**src/rtl/core/aiq_pkg.sv**
```systemverilog
`default_nettype none

package aiq_pkg;

    localparam int SCORE_MAX  = 8;
    localparam int SCORE_W    = 4;
    localparam int CFG_IDX_W  = 3;
    localparam int CFG_DATA_W = 10;

    typedef enum logic [1:0] {
        MODE_OFF  = 2'd0,
        MODE_RUN  = 2'd1,
        MODE_DEF  = 2'd2,
        MODE_NONE = 2'd3
    } t_mode;

    typedef enum logic [CFG_IDX_W-1:0] {
        REG_RUN_CONFIRM    = 3'd0,
        REG_DEFECT_CONFIRM = 3'd1,
        REG_OFF_CONFIRM    = 3'd2,
        REG_STARTUP_LOCK   = 3'd3,
        REG_STARTUP_LOW    = 3'd4,
        REG_FILTER_HIGH    = 3'd5,
        REG_FILTER_LOW     = 3'd6,
        REG_HOLD_TICKS     = 3'd7
    } t_reg_idx;

    typedef struct packed {
        logic [SCORE_W-1:0] high;
        logic [SCORE_W-1:0] low;
    } t_filt_thr;

    typedef struct packed {
        logic [7:0] run_confirm;
        logic [7:0] defect_confirm;
        logic [7:0] off_confirm;
        logic [9:0] startup_lock_ticks;
        logic [7:0] unlock_quiet_ticks;
        t_filt_thr  thr;
        logic [7:0] hold_ticks;
    } t_cfg;

    localparam t_cfg CFG_RESET = '{
        run_confirm:        8'd60,
        defect_confirm:     8'd80,
        off_confirm:        8'd80,
        startup_lock_ticks: 10'd200,
        unlock_quiet_ticks: 8'd50,
        thr:                '{high: 4'd6, low: 4'd2},
        hold_ticks:         8'd40
    };

    typedef struct packed {
        logic  green_lamp;
        logic  red_lamp;
        logic  buzzer;
        t_mode active_mode;
        logic  unlocked;
    } t_result;

endpackage

`default_nettype wire

```
**src/rtl/core/aiq_filter.sv**
```systemverilog
`default_nettype none

module aiq_filter import aiq_pkg::*; (
    input  wire logic      i_clk,
    input  wire logic      i_rst_n,
    input  wire logic      i_step,
    input  wire logic      i_raw,
    input  wire t_filt_thr i_thr,
    output logic           o_level
);

    localparam logic [SCORE_W-1:0] SCORE_TOP = SCORE_W'(SCORE_MAX);

    logic [SCORE_W-1:0] r_score, n_score;
    logic               r_level, n_level;

    always_comb begin
        n_score = r_score;
        if (i_raw) begin
            if (r_score < SCORE_TOP) n_score = r_score + 1'b1;
        end else if (r_score != '0) begin
            n_score = r_score - 1'b1;
        end
        if (n_score >= i_thr.high) n_level = 1'b1;
        else if (n_score <= i_thr.low) n_level = 1'b0;
        else n_level = r_level;
    end

    assign o_level = n_level;

    always_ff @(posedge i_clk) begin
        if (!i_rst_n) begin
            r_score <= '0;
            r_level <= 1'b0;
        end else if (i_step) begin
            r_score <= n_score;
            r_level <= n_level;
        end
    end

endmodule

`default_nettype wire

```
**config.mk**
```make
export PLATFORM = sky130hd
export DESIGN_NAME = aiq_filter
export DESIGN_NICKNAME = d
export VERILOG_FILES = /design/src/rtl/core/aiq_pkg.sv /design/src/rtl/core/aiq_filter.sv
export SDC_FILE = /design/constraint.sdc
export NUM_CORES = 1
export LEC_CHECK = 0
export ABC_AREA = 1
export BUFFER_PORTS_ARGS = -buffer_cell sky130_fd_sc_hd__buf_2
export CAP_MARGIN = 5
export CORE_MARGIN = 5
export CORE_UTILIZATION = 42
export DETAILED_ROUTE_END_ITERATION = 8
export GPL_TIMING_DRIVEN = 1
export PLACE_DENSITY = 0.74
export SLEW_MARGIN = 10
export SYNTH_ARGS = -nofsm -noshare
export SYNTH_HDL_FRONTEND = slang
export SYNTH_SLANG_ARGS = --single-unit
```
**constraint.sdc**
```tcl
create_clock -name i_clk -period 5.6 [get_ports i_clk]
set_input_delay 0.56 -clock i_clk [delete_from_list [all_inputs] [get_ports i_clk]]
set_output_delay 0.56 -clock i_clk [all_outputs]
set_load 0.01 [all_outputs]
```
==> qor.csv <==
metric,value,unit
Die Y,48.6,um
n_diodes,0,
vias per cell,4.79,
crit-path leading delay family,simple AND/OR/NAND/NOR gates,
clk_skew,0.00915,ns
final core utilization,49.5,%
WP data arrival,2.26,ns
peak supply drop,0.000167,V
Detail Placement HPWL,1050,um
final worst slack,2.78,ns
worst path bufs/invs,4,
number of remaining DRC errors,0,
status,finished clean,
"logic depth of the worst path, buffers included",14,
die footprint,2360,um^2
vias in the first global route,573,
Rows,14,
I/O pin cnt,13,
Syn. warnings,0,
ys async rst share,0,%
Worst Hold Path Cells,4,
Final period util,50.3,%
hold slack,0.543,ns
critical path's slowest cell,dfxtp_1,
WL/cell,9.28,um
Slew @ Worst Pin,0.362,ns
maximum clock path buffer count,2,
PD cells,216,nW/um^2
Worst Reg2Reg Path Length in Cells,15,
gr usage total,10.7,%
crit end category,primary output,
Worst setup startpoint,r_score[0],
Synth cell types,18,
Setup Viol. Count Final,0,
register area share after synthesis,16.0,%
"Clk Latency, worst-skew pair",0.24,ns
Synth area leaders,"ha_1 (20%), nand2_1 (17%), dfxtp_1 (16%)",
most frequent cell after synthesis,nand2_1,
Final ANT Viol Nets,0,
worst-path maximum fanout,6,
LEAKAGE,0.450,nW
first-pass GRT wire length,2150,um
Port Buf Inserts,12,
synthesized net count,125,
Initial Util,42.9,%
Starting DRT DRC Count,11,
critical path type,reg -> out,
Hold Path Class,reg -> reg,
nets@finish,141,
"critical path, cell by cell",inv_1 > ha_1 > nand3_1 > o211ai_1 > nand2_1 > inv_1 > ha_1 > nand2_1 > inv_1 > nand2_1 > nand2_1 > nor2_1 > nand2_1 > buf_2,
final slew viol count,0,
Worst setup SP type,register,
CTS Buf Count,3,
RSZ-0062 raised after global routing,no,
CTS tree,built,
die span in x,48.6,um
initial antenna violation count,0,
share of cells above drive strength 1,16.1,%
top_reg_cell synth,dfxtp_1,
Hold EP,r_level,
most used cell along the critical path,nand2_1,
clk slew on worst S/H paths,0.05,ns
via count,642,
Post-Place Worst Slack,3.04,ns
largest net degree at the start of global routing,9,
mapped cell area,624,um^2
reg2reg start,r_score[0],
"EDFF count, synth",0,
# H-tree levels,1,
final wirelength,1240,um
cell taking the most area after synthesis,ha_1,
Core Box Area,1450,um^2
final hold vios,0,
setup_tns,0,ns
Seq cells post-synth,5,
Synth Area per Inst,6.06,um^2
r2r setup slk,3.49,ns
worst relative slew slack,75.9,%
Synth top area share,20.0,%
Max Freq,0.355,GHz
P&R area growth vs syn,15.2,%
"Req. time, crit path",5.04,ns
Hold Buf Count CTS,0,
Post-CTS Setup Inserts,0,
CTS sink count,5,
Initial DRT Pass Iterations,4,
GRT overflow,0,
final worst path period need,2.82,ns
post-CTS sizing,0,
routability cong.,0.769,
max-cap violations,0,
Synth Instances,103,
total power draw,0.000155,W
Post-synth top cells,"nand2_1 (28), inv_1 (24), ha_1 (10)",
clock root buffer,clkbuf_4,
max incr delay on CP,0.43,ns
Hold Path Origin,r_level,
RR Endpoint,r_level,
[cell type report]
cell class / count / area [um^2]
Fill cell: 151 / 734
Timing Repair Buffer: 12 / 60.1
Sequential cell: 5 / 100
Inverter: 26 / 103
Tap cell: 16 / 20.0
Multi-Input combinational cell: 71 / 410
Clock buffer: 4 / 26.3
[routing by layer]
layer  vias to the layer above  GRT usage, %  wire [um]
met1                       275          12.6        594
met2                        10          18.9        591
met3                         2          3.68         45
met5                         -             0          0
met4                         0          1.35         12
li1                        355             -          -
[flip-flops by register name (all words and copies together), names as in the netlist]
signal	cells
r_level	1
r_score	4
[power breakdown]
part / leakage [nW] / internal, W / switching (W)
clock network: 0.0150 / 0.0000269 / 0.0000147
registers: 0.0415 / 0.0000391 / 0.00000457
logic: 0.394 / 0.0000290 / 0.0000411
total: 0.450 / 0.0000950 / 0.0000603
[worst min-delay path, stage by stage, from the launching register on]
cell     delay, ns
dfxtp_1       0.29
inv_1         0.06
a21oi_1       0.06
nand2_1       0.06
inv_1         0.03
[layout by cell type, fill, tap and decap left out, types with 2 or more instances in the layout]
| master | n |
|---|---|
| clkbuf_4 | 3 |
| dfxtp_1 | 5 |
| nor2_1 | 5 |
| buf_2 | 12 |
| nand4_1 | 3 |
| nand3_1 | 8 |
| nand2_1 | 28 |
| o211ai_1 | 2 |
| ha_1 | 10 |
| a21oi_1 | 8 |
| o21ai_0 | 2 |
| inv_1 | 24 |
[through the flow]
stage	cells	area [um^2]
floorplan	103	624
global placement	130	693
detailed placement	130	693
CTS	134	719
global route	134	719
finish	134	719
[cell families (layout without fill, tap and decap cells)]
family | count (synthesis) | count (layout) | synth area share (%)
simple gates | 46 | 46 | 31.9
buf+inv | 27 | 42 | 18.2
compound gates | 14 | 14 | 12.4
fa+ha+maj | 10 | 10 | 20.0
flops | 5 | 5 | 16.0
xor+xnor | 1 | 1 | 1.40
[worst max path at each step]
stage | to | slack [ns]
finish | o_level | 2.78
global route | o_level | 2.57
CTS | o_level | 2.78
detailed placement | o_level | 3.04
global placement | o_level | 3.07
floorplan | o_level | 3.31
Power figures use the tool's default switching activity.
