## config.mk

```make
export PLATFORM = sky130hd
export DESIGN_NAME = aiq_ctrl
export DESIGN_NICKNAME = d
export VERILOG_FILES = /design/src/rtl/core/aiq_pkg.sv /design/src/rtl/core/aiq_ctrl.sv
export SDC_FILE = /design/constraint.sdc
export NUM_CORES = 1
export LEC_CHECK = 0
export BUFFER_PORTS_ARGS = -buffer_cell sky130_fd_sc_hd__buf_2
export CAP_MARGIN = 40
export CORE_MARGIN = 2
export CORE_UTILIZATION = 45
export DETAILED_ROUTE_END_ITERATION = 8
export PLACE_DENSITY_LB_ADDON = 0.1
export SLEW_MARGIN = 20
export SYNTH_ARGS = -nofsm -noshare
export SYNTH_HDL_FRONTEND = slang
export SYNTH_SLANG_ARGS = --single-unit
```

## constraint.sdc

```tcl
create_clock -name i_clk -period 6.6 [get_ports i_clk]
set_clock_uncertainty 0.05 [all_clocks]
set_input_delay 0.99 -clock i_clk [delete_from_list [all_inputs] [get_ports i_clk]]
set_output_delay 0.99 -clock i_clk [all_outputs]
set_load 0.01 [all_outputs]
```

## src/rtl/core/aiq_pkg.sv

```systemverilog
`default_nettype none

package aiq_pkg;

    localparam int SCORE_MAX  = 8;
    localparam int SCORE_W    = 4;
    localparam int CFG_IDX_W  = 3;
    localparam int CFG_DATA_W = 10;

    typedef enum logic [1:0] {
        MODE_OFF  = 2'd0,
        MODE_RUN  = 2'd1,
        MODE_DEF  = 2'd2,
        MODE_NONE = 2'd3
    } t_mode;

    typedef enum logic [CFG_IDX_W-1:0] {
        REG_RUN_CONFIRM    = 3'd0,
        REG_DEFECT_CONFIRM = 3'd1,
        REG_OFF_CONFIRM    = 3'd2,
        REG_STARTUP_LOCK   = 3'd3,
        REG_STARTUP_LOW    = 3'd4,
        REG_FILTER_HIGH    = 3'd5,
        REG_FILTER_LOW     = 3'd6,
        REG_HOLD_TICKS     = 3'd7
    } t_reg_idx;

    typedef struct packed {
        logic [SCORE_W-1:0] high;
        logic [SCORE_W-1:0] low;
    } t_filt_thr;

    typedef struct packed {
        logic [7:0] run_confirm;
        logic [7:0] defect_confirm;
        logic [7:0] off_confirm;
        logic [9:0] startup_lock_ticks;
        logic [7:0] unlock_quiet_ticks;
        t_filt_thr  thr;
        logic [7:0] hold_ticks;
    } t_cfg;

    localparam t_cfg CFG_RESET = '{
        run_confirm:        8'd60,
        defect_confirm:     8'd80,
        off_confirm:        8'd80,
        startup_lock_ticks: 10'd200,
        unlock_quiet_ticks: 8'd50,
        thr:                '{high: 4'd6, low: 4'd2},
        hold_ticks:         8'd40
    };

    typedef struct packed {
        logic  green_lamp;
        logic  red_lamp;
        logic  buzzer;
        t_mode active_mode;
        logic  unlocked;
    } t_result;

endpackage

`default_nettype wire

```

## src/rtl/core/aiq_ctrl.sv

```systemverilog
`default_nettype none

module aiq_ctrl import aiq_pkg::*; (
    input  wire logic i_clk,
    input  wire logic i_rst_n,
    input  wire logic i_step,
    input  wire logic i_raw_run,
    input  wire logic i_raw_defect,
    input  wire logic i_lvl_run,
    input  wire logic i_lvl_def,
    input  wire t_cfg i_cfg,
    output logic      o_unlocked,
    output t_result   o_result
);

    t_mode      r_mode, n_mode;
    t_mode      r_pend, n_pend;
    logic [7:0] r_pcnt, n_pcnt;
    logic [9:0] r_elapsed, n_elapsed;
    logic [7:0] r_lrc, n_lrc;
    logic       r_ready, n_ready;
    logic [7:0] r_hold, n_hold;

    t_mode      code;
    logic [7:0] need;
    logic [7:0] pcnt_inc;
    logic [7:0] lrc_inc;
    logic       frozen;

    always_comb begin
        unique case ({i_lvl_run, i_lvl_def})
            2'b10:   code = MODE_RUN;
            2'b01:   code = MODE_DEF;
            2'b00:   code = MODE_OFF;
            default: code = MODE_NONE;
        endcase
    end

    always_comb begin
        unique case (code)
            MODE_DEF: need = i_cfg.defect_confirm;
            MODE_RUN: need = i_cfg.run_confirm;
            default:  need = i_cfg.off_confirm;
        endcase
    end

    assign pcnt_inc = (r_pcnt < need) ? r_pcnt + 8'd1 : r_pcnt;
    assign lrc_inc  = (r_lrc < i_cfg.unlock_quiet_ticks) ? r_lrc + 8'd1 : r_lrc;
    assign frozen   = (r_hold != 8'd0) && (r_hold != 8'd1);

    always_comb begin
        n_mode    = r_mode;
        n_pend    = r_pend;
        n_pcnt    = r_pcnt;
        n_elapsed = r_elapsed;
        n_lrc     = r_lrc;
        n_ready   = r_ready;
        n_hold    = r_hold;
        if (!r_ready) begin
            n_mode = MODE_OFF;
            n_pend = MODE_NONE;
            n_pcnt = 8'd0;
            if (r_elapsed < i_cfg.startup_lock_ticks) begin
                n_elapsed = r_elapsed + 10'd1;
            end else if (!i_raw_run && !i_raw_defect) begin
                n_lrc = lrc_inc;
                if (lrc_inc >= i_cfg.unlock_quiet_ticks) n_ready = 1'b1;
            end else begin
                n_lrc = 8'd0;
            end
        end else begin
            if (r_hold != 8'd0) n_hold = r_hold - 8'd1;
            if (!frozen) begin
                if (code == MODE_NONE || code == r_mode) begin
                    n_pend = MODE_NONE;
                    n_pcnt = 8'd0;
                end else if (code != r_pend) begin
                    n_pend = code;
                    n_pcnt = 8'd1;
                end else if (pcnt_inc >= need) begin
                    n_mode = code;
                    n_hold = i_cfg.hold_ticks;
                    n_pend = MODE_NONE;
                    n_pcnt = 8'd0;
                end else begin
                    n_pcnt = pcnt_inc;
                end
            end
        end
    end

    assign o_unlocked           = r_ready;
    assign o_result.green_lamp  = (n_mode == MODE_RUN);
    assign o_result.red_lamp    = (n_mode == MODE_DEF);
    assign o_result.buzzer      = (n_mode == MODE_DEF);
    assign o_result.active_mode = n_mode;
    assign o_result.unlocked    = n_ready;

    always_ff @(posedge i_clk) begin
        if (!i_rst_n) begin
            r_mode    <= MODE_OFF;
            r_pend    <= MODE_NONE;
            r_pcnt    <= 8'd0;
            r_elapsed <= 10'd0;
            r_lrc     <= 8'd0;
            r_ready   <= 1'b0;
            r_hold    <= 8'd0;
        end else if (i_step) begin
            r_mode    <= n_mode;
            r_pend    <= n_pend;
            r_pcnt    <= n_pcnt;
            r_elapsed <= n_elapsed;
            r_lrc     <= n_lrc;
            r_ready   <= n_ready;
            r_hold    <= n_hold;
        end
    end

endmodule

`default_nettype wire

```

==> flow_metrics.tcl, run 1 <==
set metrics [dict create \
    status "completed" \
    placementRows 32 \
    crit_path_cell_trace "buf_2 > inv_1 > ha_2 > a22oi_1 > nor2_1 > a21oi_1 > ha_1 > and3_1 > a221o_1 > a211oi_2 > and3_1 > nand2b_1 > nand2_1 > ha_1 > and4_1 > o21ai_0 > a31oi_1 > or2_2 > o311ai_2 > or4_1 > a21oi_1 > buf_2" \
    grt_use_met1_pct 25.8 \
    slew_viol_final 0 \
    drtIter0Drc 106 \
    drtPass1Iterations 5 \
    hold_viol_final 0 \
    peakVddDrop_mv 0.0965 \
    grt_pass1_wl_mm 14.0 \
    die_h_um 93.0 \
    drive_gt1_share_pct 18.4 \
    ys_warn_count 0 \
    fin_crit_ps 6270 \
    grt.busiest_layer "met2" \
    num_vias 3347 \
    synth_nets 561 \
    cp_max_fo 8 \
    setup_viol 0 \
    insertion_delay_ps 290 \
    cp_top_family "compound AO/OA/AOI/OAI gates" \
    num-nets-final 618 \
    hp-class "flop to flop" \
    antenna_found_initial 0 \
    viasPerCell 5.50 \
    tightest_slew_ps 791 \
    cts_tree "built" \
    syn_avg_cell_area_um2 7.95 \
    relSlewSlack_pct 47.0 \
    synth_cell_type_count 60 \
    drtAntennaViolNets 0 \
    io-pin-count 72 \
    dieWidth_um 93.0 \
    cts_buffers 5 \
    grt_pass1_vias 3119 \
    route.detailed.drc 0 \
    synth_edf_count 0 \
    coreArea_mm2 0.00769 \
    place_hpwl_mm 6.20 \
    crit_path_start_kind "input pin" \
    ys_ff_latch 39 \
    async_flop_share_pct 0 \
    power-per-cell-area_mw_per_mm2 131 \
    gp_congestion 0.791 \
    areaGrowthSynthToFinish_pct 14.3 \
    clock-sinks 39 \
    clockBufferDepth 2 \
    grt.overflow.total 0 \
    routed_wl_mm 8.14 \
    htree_num_levels 2 \
    total_power_mw 0.533 \
    leakage_nw 2.01 \
    final_cell_mix "buf_2, ha_1, dfxtp_1" \
    hold_ws_ps 451 \
    layout_commonest_cell "buf_2" \
    initial_utilization_pct 46.4 \
    syn_inst 448 \
    cp_data_required_time_ps 5560 \
    wl_per_cell_um 13.4 \
    fin_crit_sh_pct 95.0 \
    syn_area_mm2 0.00356 \
    synthFlopType "dfxtp_1" \
    grt_max_degree 45 \
    ctsRootBufferMaster "clkbuf_8" \
    cp-end-kind "output port" \
    max_cap_viol_count 0 \
    crit_buf_inv 3 \
    critPathMaxStageDelay_ps 500 \
    groute.layer.met3.usage_pct 2.74 \
    arrival_ps 5230 \
    crit_type "input pin to output port" \
    ys_seq_area_share_pct 21.9 \
    max_freq_mhz 160 \
    portBuffers 63 \
    die_area_mm2 0.00865 \
    cpMaxStageDelayCell "or4_1" \
    clkTransAtPathRegs_ps 80 \
    grt_usage_pct 19.4 \
    antennaDiodeCount 0 \
    grt_util_met2_pct 33.9 \
]
-- worst paths after layout --
| kind | endpoint | start | slack (ps) | depth (start not counted) |
|---|---|---|---|---|
| setup / recovery | o_result[5] | i_lvl_def | 330 | 22 |
| hold / removal | r_hold[7]$_SDFFE_PN0P_ | r_hold[7]$_SDFFE_PN0P_ | 450 | 2 |
| setup reg to reg | r_pcnt[6]$_SDFFE_PN0P_ | r_pcnt[7]$_SDFFE_PN0P_ | 2510 | 17 |
| hold reg to reg | r_hold[7]$_SDFFE_PN0P_ | r_hold[7]$_SDFFE_PN0P_ | 450 | 2 |
-- stage by stage --
step | setup TNS, ps | instance area [um2] | std cells | setup slack [ps] | util (%)
CTS | 0 | 4030 | 606 | 266 | 52.4
global placement | 0 | 3950 | 598 | 362 | 51.4
detailed placement | 0 | 3950 | 598 | 284 | 51.4
global route | -1.50 | 4070 | 608 | -1.50 | 53.0
floorplan | 0 | 3560 | 448 | 318 | -
finish | 0 | 4070 | 608 | 333 | 53.0
-- worst reg2reg max path: cells and delay by family (launching register included) --
family	cells	cell delay (ps)
AOI/OAI and AO/OA	8	1720
DFF	1	350
and+or+nand+nor	6	1130
adders and majority gates	2	600
buffers and inverters	1	180
-- cells by family after synthesis --
family	count (synthesis)	synth area share, %
AND/OR/NAND/NOR	159	23.8
AO/OA/AOI/OAI	131	25.6
multiplexers	3	0.913
flip-flops	39	21.9
adder cells (fa/ha/maj)	48	16.9
XOR/XNOR	24	5.90
buffers and inverters	44	4.99
-- flip-flops by register name, summed over array words and instances, names as in the netlist --
| name | flops |
|---|---|
| o_unlocked | 1 |
| r_elapsed | 10 |
| r_hold | 8 |
| r_lrc | 8 |
| r_mode | 2 |
| r_pcnt | 8 |
| r_pend | 2 |
-- synth_stat cells, types with 2 or more instances --
cell	count	area, um2
ha_1	48	601
dfxtp_1	39	781
a21oi_1	31	155
nor2_1	30	113
nand2_1	29	109
inv_1	26	97.6
nand3_1	20	100
o21ai_0	19	95.1
xnor2_1	17	149
a21o_1	14	105
and3_1	13	81.3
and2_1	12	75.1
nand2b_1	12	75.1
clkbuf_1	10	37.5
o211ai_1	10	75.1
o31ai_1	9	67.6
a22oi_1	8	60.1
nand4_1	8	50.1
nor3_1	7	35.0
xor2_1	7	61.3
nor2b_1	6	37.5
a21boi_0	5	37.5
a31oi_1	4	25.0
and4_1	4	35.0
buf_2	4	20.0
o21a_1	4	30.0
or2_2	4	25.0
a41o_1	3	30.0
nand3b_1	3	22.5
o211a_1	3	30.0
o31a_1	3	26.3
or4_1	3	22.5
a211oi_1	2	15.0
a311oi_1	2	17.5
buf_1	2	7.51
buf_4	2	15.0
mux2_2	2	22.5
-- power by group --
group	internal (mW)	switching, mW	total [mW]
Combinational	0.0579	0.0702	0.128
Clock	0.0743	0.0851	0.159
Sequential	0.239	0.00662	0.246
-- metal layers --
layer / up-vias / part of all wire [%]
met5: - / 0
met4: 0 / 0.54
met3: 4 / 2.1
met2: 37 / 49
met1: 1543 / 48
li1: 1763 / -
-- what timing repair did --
item,4_1_cts,5_1_grt
setup endpoints to repair,0,5
setup buffers,0,2
hold buffers,0,0
resized for setup,0,7
-- area by class of cell --
| cell class | count | area [um2] |
|---|---|---|
| Sequential cell | 39 | 781 |
| Fill cell | 759 | 3610 |
| Multi-Input combinational cell | 365 | 2630 |
| Clock buffer | 7 | 76.3 |
| Tap cell | 102 | 128 |
| Clock inverter | 1 | 5.00 |
| Timing Repair Buffer | 68 | 353 |
| Inverter | 26 | 97.6 |
Note: power is estimated with default switching activity, not from simulation.
==> run 2: changes to the inputs <==
--- a/config.mk
+++ b/config.mk
@@ -8,7 +8,7 @@
 export BUFFER_PORTS_ARGS = -buffer_cell sky130_fd_sc_hd__buf_2
 export CAP_MARGIN = 40
 export CORE_MARGIN = 2
-export CORE_UTILIZATION = 45
+export CORE_UTILIZATION = 56
 export DETAILED_ROUTE_END_ITERATION = 8
 export PLACE_DENSITY_LB_ADDON = 0.1
 export SLEW_MARGIN = 20
==> run 2 against run 1 <==
Maximum frequency up 1.1%; largest power group unchanged; sequential share of layout area up 0.20 points; combinational power about the same; global-route usage up 3.9 points; clock power up 4%; final cell count down 4.6%; first-iteration DRC count down 18%; critical path depth unchanged; sequential cell count unchanged; critical path type unchanged; die area down 19%; total power up 0.90%; non-clock buffer count down 2.
==> flow_metrics.tcl, run 2 (same netlist as run 1, synthesis figures left out) <==
set metrics [dict create \
    status "completed" \
    drtAntennaViolNets 0 \
    fin_util_pct 64.6 \
    peakVddDrop_mv 0.124 \
    fin_crit_ps 6200 \
    grt_pass1_wl_mm 13.8 \
    route.detailed.drc 0 \
    placementRows 29 \
    wl_per_cell_um 13.8 \
    gp_congestion 0.856 \
    num-nets-final 616 \
    grt_usage_pct 23.3 \
    coreArea_mm2 0.00624 \
    die_h_um 83.8 \
    critPathLaunch "i_lvl_run" \
    antenna_found_initial 0 \
    clkTransAtPathRegs_ps 70 \
    relSlewSlack_pct 49.3 \
    drtPass1Iterations 4 \
    min-delay-start "r_pcnt[7]$_SDFFE_PN0P_" \
    initial_utilization_pct 57.1 \
    fin_ws_ps 401 \
    grt.overflow.total 0 \
    crit_path_start_kind "input pin" \
    largest_reg_flops 10 \
    ctsRootBufferMaster "clkbuf_8" \
    max_cap_viol_count 0 \
    pwr-share-seq_pct 45.6 \
    dieWidth_um 83.8 \
    cp-end-kind "output port" \
    viasPerCell 5.82 \
    p_sw_mw 0.160 \
    swShare_pct 29.7 \
    place_ws_ps 264 \
    design_area_mm2 0.00403 \
    hp-class "flop to flop" \
    top_register "r_elapsed" \
    seqCellArea_um2 781 \
    htree_num_levels 2 \
    cts_buffers 5 \
    cts_tree "built" \
    hold_viol_final 0 \
    final_cell_mix "buf_2, ha_1, dfxtp_1" \
    post_cts.repair.setup_buffers 0 \
    power.share.clock_pct 30.6 \
    portBuffers 63 \
    routed_wl_mm 7.98 \
    placed_area_mm2 0.00392 \
    slew_viol_final 0 \
    p_int_mw 0.378 \
    fillers 577 \
    crit_type "input pin to output port" \
    leakage_nw 2.01 \
    setup_viol 0 \
    cp_data_required_time_ps 5560 \
    hold_ws_ps 462 \
    multi_input_area_mm2 0.00263 \
    layout_commonest_cell "buf_2" \
    areaGrowthSynthToFinish_pct 13.1 \
    io-pin-count 72 \
    insertion_delay_ps 290 \
    worstReg2RegStart "r_pcnt[6]$_SDFFE_PN0P_" \
    num_vias 3373 \
    cp_max_fo 9 \
    tightest_slew_ps 757 \
    clock-sinks 39 \
    grt_pass1_vias 3141 \
    arrival_ps 5160 \
    drtIter0Drc 87 \
    cts_resized 0 \
    drive_gt1_share_pct 18.1 \
    antennaDiodeCount 0 \
    max_freq_mhz 161 \
    clockBufferDepth 2 \
    place_hpwl_mm 6.06 \
    combPwrFrac_pct 23.8 \
    power-per-cell-area_mw_per_mm2 133 \
    fin_crit_sh_pct 93.9 \
    die_area_mm2 0.00702 \
    grt_max_degree 45 \
    ctsHoldBuffers 0 \
]
run 2: critical path: stages:
cell      delay [ps]
buf_2            120
inv_1             60
ha_2             420
buf_4            190
nor2_1            50
a21oi_1          200
ha_1             270
o31ai_1          110
a31oi_2          210
a211oi_4         330
and3_1           230
nand2b_1         140
nand2_1           70
ha_1             290
and4_1           190
o21ai_0           80
a31oi_1          120
or2_2            140
o311ai_2         160
or4_1            500
a21oi_1          130
buf_2            140
run 2: path summary, 6_finish.rpt:
check | slack (ps) | endpoint | cells after the start
worst min-delay path | 460 | r_pcnt[7]$_SDFFE_PN0P_ | 2
worst max register to register | 2620 | r_hold[5]$_SDFFE_PN0P_ | 18
worst min register to register | 460 | r_pcnt[7]$_SDFFE_PN0P_ | 2
worst max-delay path | 400 | o_result[5] | 22
run 2: final cells by class:
| type | instances | share of cell area (%) |
|---|---|---|
| tap | 77 | 2.39 |
| sequential | 39 | 19.4 |
| inverter | 26 | 2.42 |
| multi-input combinational | 365 | 65.3 |
| timing repair buffer | 66 | 8.38 |
| clock buffer | 6 | 2.05 |
| clock inverter | 1 | 0.124 |
run 2: power groups by stage:
stage	sequential, mW	clock (mW)	combinational (mW)
global placement	0.251	0	0.121
CTS	0.245	0.171	0.126
detailed placement	0.251	0	0.124
finish	0.245	0.165	0.128
global route	0.246	0.178	0.147
floorplan	0.247	0	0.0913
run 2: metrics by stage:
step	cells	total power [mW]	TNS (ps)
floorplan	448	0.338	0
global placement	573	0.372	0
detailed placement	573	0.375	0
CTS	580	0.542	0
global route	580	0.572	-45.0
finish	580	0.538	0
run 2: metal layers:
| metal | global-route usage [%] | wire (um) | up-vias |
|---|---|---|---|
| met2 | 41.6 | 3990 | 47 |
| met5 | 0 | 0 | - |
| met3 | 2.87 | 201 | 10 |
| li1 | - | - | 1756 |
| met4 | 6.74 | 106 | 0 |
| met1 | 29.2 | 3680 | 1560 |
==> run 3: changes to the inputs <==
--- a/config.mk
+++ b/config.mk
@@ -7,11 +7,12 @@
 export LEC_CHECK = 0
 export BUFFER_PORTS_ARGS = -buffer_cell sky130_fd_sc_hd__buf_2
 export CAP_MARGIN = 40
-export CORE_MARGIN = 2
-export CORE_UTILIZATION = 56
+export CORE_MARGIN = 5
+export CORE_UTILIZATION = 51
 export DETAILED_ROUTE_END_ITERATION = 8
 export PLACE_DENSITY_LB_ADDON = 0.1
 export SLEW_MARGIN = 20
 export SYNTH_ARGS = -nofsm -noshare
 export SYNTH_HDL_FRONTEND = slang
 export SYNTH_SLANG_ARGS = --single-unit
+export TNS_END_PERCENT = 50
==> constraint.sdc (replaced) <==
create_clock -name i_clk -period 5.5 [get_ports i_clk]
set_clock_uncertainty 0.05 [all_clocks]
set_input_delay 0.825 -clock i_clk [delete_from_list [all_inputs] [get_ports i_clk]]
set_output_delay 0.825 -clock i_clk [all_outputs]
set_load 0.01 [all_outputs]
==> run 3 against run 2 <==
The flow now finishes with violations (negative setup slack); sequential cell count is the same; clock power grew 35%; setup slack lost 580 ps; critical path type unchanged.
==> flow_metrics.tcl, run 3 (same netlist as run 1, synthesis figures left out) <==
set metrics [dict create \
    status "complete, but fails checks" \
    violations "negative setup slack" \
    crit_type "input pin to output port" \
    fin_ws_ps -178 \
    largest_reg_flops 10 \
    maxUsedRoutingLayer "met4" \
    htree_num_levels 2 \
    dp_cells 612 \
    crit_path_cell_trace "buf_12 > inv_12 > ha_4 > a22oi_2 > nor2_2 > a21oi_4 > ha_4 > and3_4 > a221o_1 > a211oi_4 > buf_4 > mux2_2 > ha_1 > a21oi_2 > a31oi_1 > or2_4 > buf_4 > o31a_1 > a311oi_1 > buf_2" \
    slew_viol_final 0 \
    relSlewSlack_pct 53.6 \
    gp_congestion 0.841 \
    io-pin-count 72 \
    wl_met2_mm 4.58 \
    critPathMaxStageDelay_ps 390 \
    antenna_found_initial 0 \
    max_cap_viol_count 0 \
    setup_viol 5 \
    leakage_nw 2.18 \
    die_h_um 93.6 \
    drtPass1Iterations 4 \
    rsz0062_at_grt "yes" \
    ctsRootBufferMaster "clkbuf_8" \
    fillers 571 \
    clock-sinks 39 \
    arrival_ps 4800 \
    die_area_mm2 0.00876 \
    drtAntennaViolNets 0 \
    placed_area_mm2 0.00418 \
    antennaDiodeCount 0 \
    grt_pass1_wl_mm 14.9 \
    fin_util_pct 67.3 \
    top_register "r_elapsed" \
    cts_buffers 5 \
    multi_input_area_mm2 0.00286 \
    cts_tree "built" \
    fin_crit_sh_pct 103 \
    ctsHoldBuffers 0 \
    grt_usage_pct 20.3 \
    final_cell_mix "buf_2, ha_1, dfxtp_1" \
    portBuffers 63 \
    initial_utilization_pct 52.4 \
    seqCellArea_um2 781 \
    crit_buf_inv 5 \
    cp_top_family "compound AO/OA/AOI/OAI gates" \
    insertion_delay_ps 290 \
    placementRows 30 \
    m1WireLength_mm 3.92 \
    num-nets-final 645 \
    grt_pass1_vias 3440 \
    total_power_mw 0.715 \
    areaGrowthSynthToFinish_pct 28.3 \
    coreArea_mm2 0.00679 \
    grt.overflow.total 0 \
    grt_max_degree 45 \
    wl_met3_um 327 \
    viasPerCell 5.58 \
    routed_wl_mm 8.89 \
    crit_path_start_kind "input pin" \
    cp_max_fo 5 \
    max_freq_mhz 176 \
    clkTransAtPathRegs_ps 80 \
    cp-end-kind "output port" \
    drtIter0Drc 123 \
    route.detailed.drc 0 \
    fin_crit_ps 5680 \
    cp_data_required_time_ps 4620 \
    num_vias 3509 \
    wl_per_cell_um 14.1 \
    hold_viol_final 0 \
    clockBufferDepth 2 \
    dieWidth_um 93.6 \
    layout_commonest_cell "buf_2" \
    hp-class "flop to flop" \
    cpMaxStageDelayCell "a221o_1" \
    stdcell_count 629 \
    place_hpwl_mm 6.62 \
    power-per-cell-area_mw_per_mm2 156 \
    drive_gt1_share_pct 28.7 \
    tightest_slew_ps 696 \
    peakVddDrop_mv 0.160 \
    design_area_mm2 0.00457 \
]
==> run 3: cell count changes in the layout (fill, tap and decap cells not counted), moves of 5 or more <==
cell | previous run | this run
ha_4 | 0 | 7
buf_4 | 3 | 31
a21oi_1 | 29 | 23
ha_1 | 46 | 41
nor2_1 | 30 | 25
nor2_2 | 0 | 5
==> run 3: path summary, 6_finish.rpt <==
kind | from | end | slack (ps) | cells past startpoint
max | i_lvl_def | o_result[1] | -180 | 20
min | r_mode[0]$_SDFFE_PN0P_ | r_mode[0]$_SDFFE_PN0P_ | 470 | 2
max reg2reg | r_pcnt[6]$_SDFFE_PN0P_ | r_pcnt[3]$_SDFFE_PN0P_ | 1130 | 17
min reg2reg | r_mode[0]$_SDFFE_PN0P_ | r_mode[0]$_SDFFE_PN0P_ | 470 | 2
==> run 3: worst min-delay path, stage by stage (launching register included) <==
cell     delay [ps]
dfxtp_1         350
nand2_1          70
o31ai_1          60
==> run 3: repair_timing <==
item                       in CTS  in global routing
buffers inserted                6                  3
pin swaps                      16                 20
gates resized for setup        36                  8
setup endpoints to repair       5                  5
==> run 3: area by class of cell <==
type / count / area share [%]
Tap cell: 96 / 2.63
Sequential cell: 39 / 17.1
Clock buffer: 7 / 2.11
Timing Repair Buffer: 95 / 12.9
Inverter: 26 / 2.52
Multi-Input combinational cell: 365 / 62.6
Clock inverter: 1 / 0.164
==> run 3: per-layer routing <==
| metal | vias up | global-route usage [%] |
|---|---|---|
| met5 | - | 0 |
| met4 | 0 | 3.73 |
| met2 | 55 | 36.6 |
| met3 | 8 | 3.30 |
| li1 | 1811 | - |
| met1 | 1635 | 25.6 |
==> run 3: report_power, final <==
| group | internal (mW) | switching [mW] | leakage, nW |
|---|---|---|---|
| combinational | 0.0960 | 0.102 | 1.81 |
| clock | 0.114 | 0.108 | 0.0505 |
| sequential | 0.287 | 0.00803 | 0.315 |
==> run 3: stage by stage <==
stage | TNS, ps | worst slack [ps] | hold WS, ps
final | -834 | -178 | 471
after global routing | -1660 | -361 | 503
after CTS | -516 | -150 | 476
after detailed placement | -1410 | -359 | 453
after global placement | -1130 | -301 | 446
after floorplan | -24.6 | -24.6 | 412
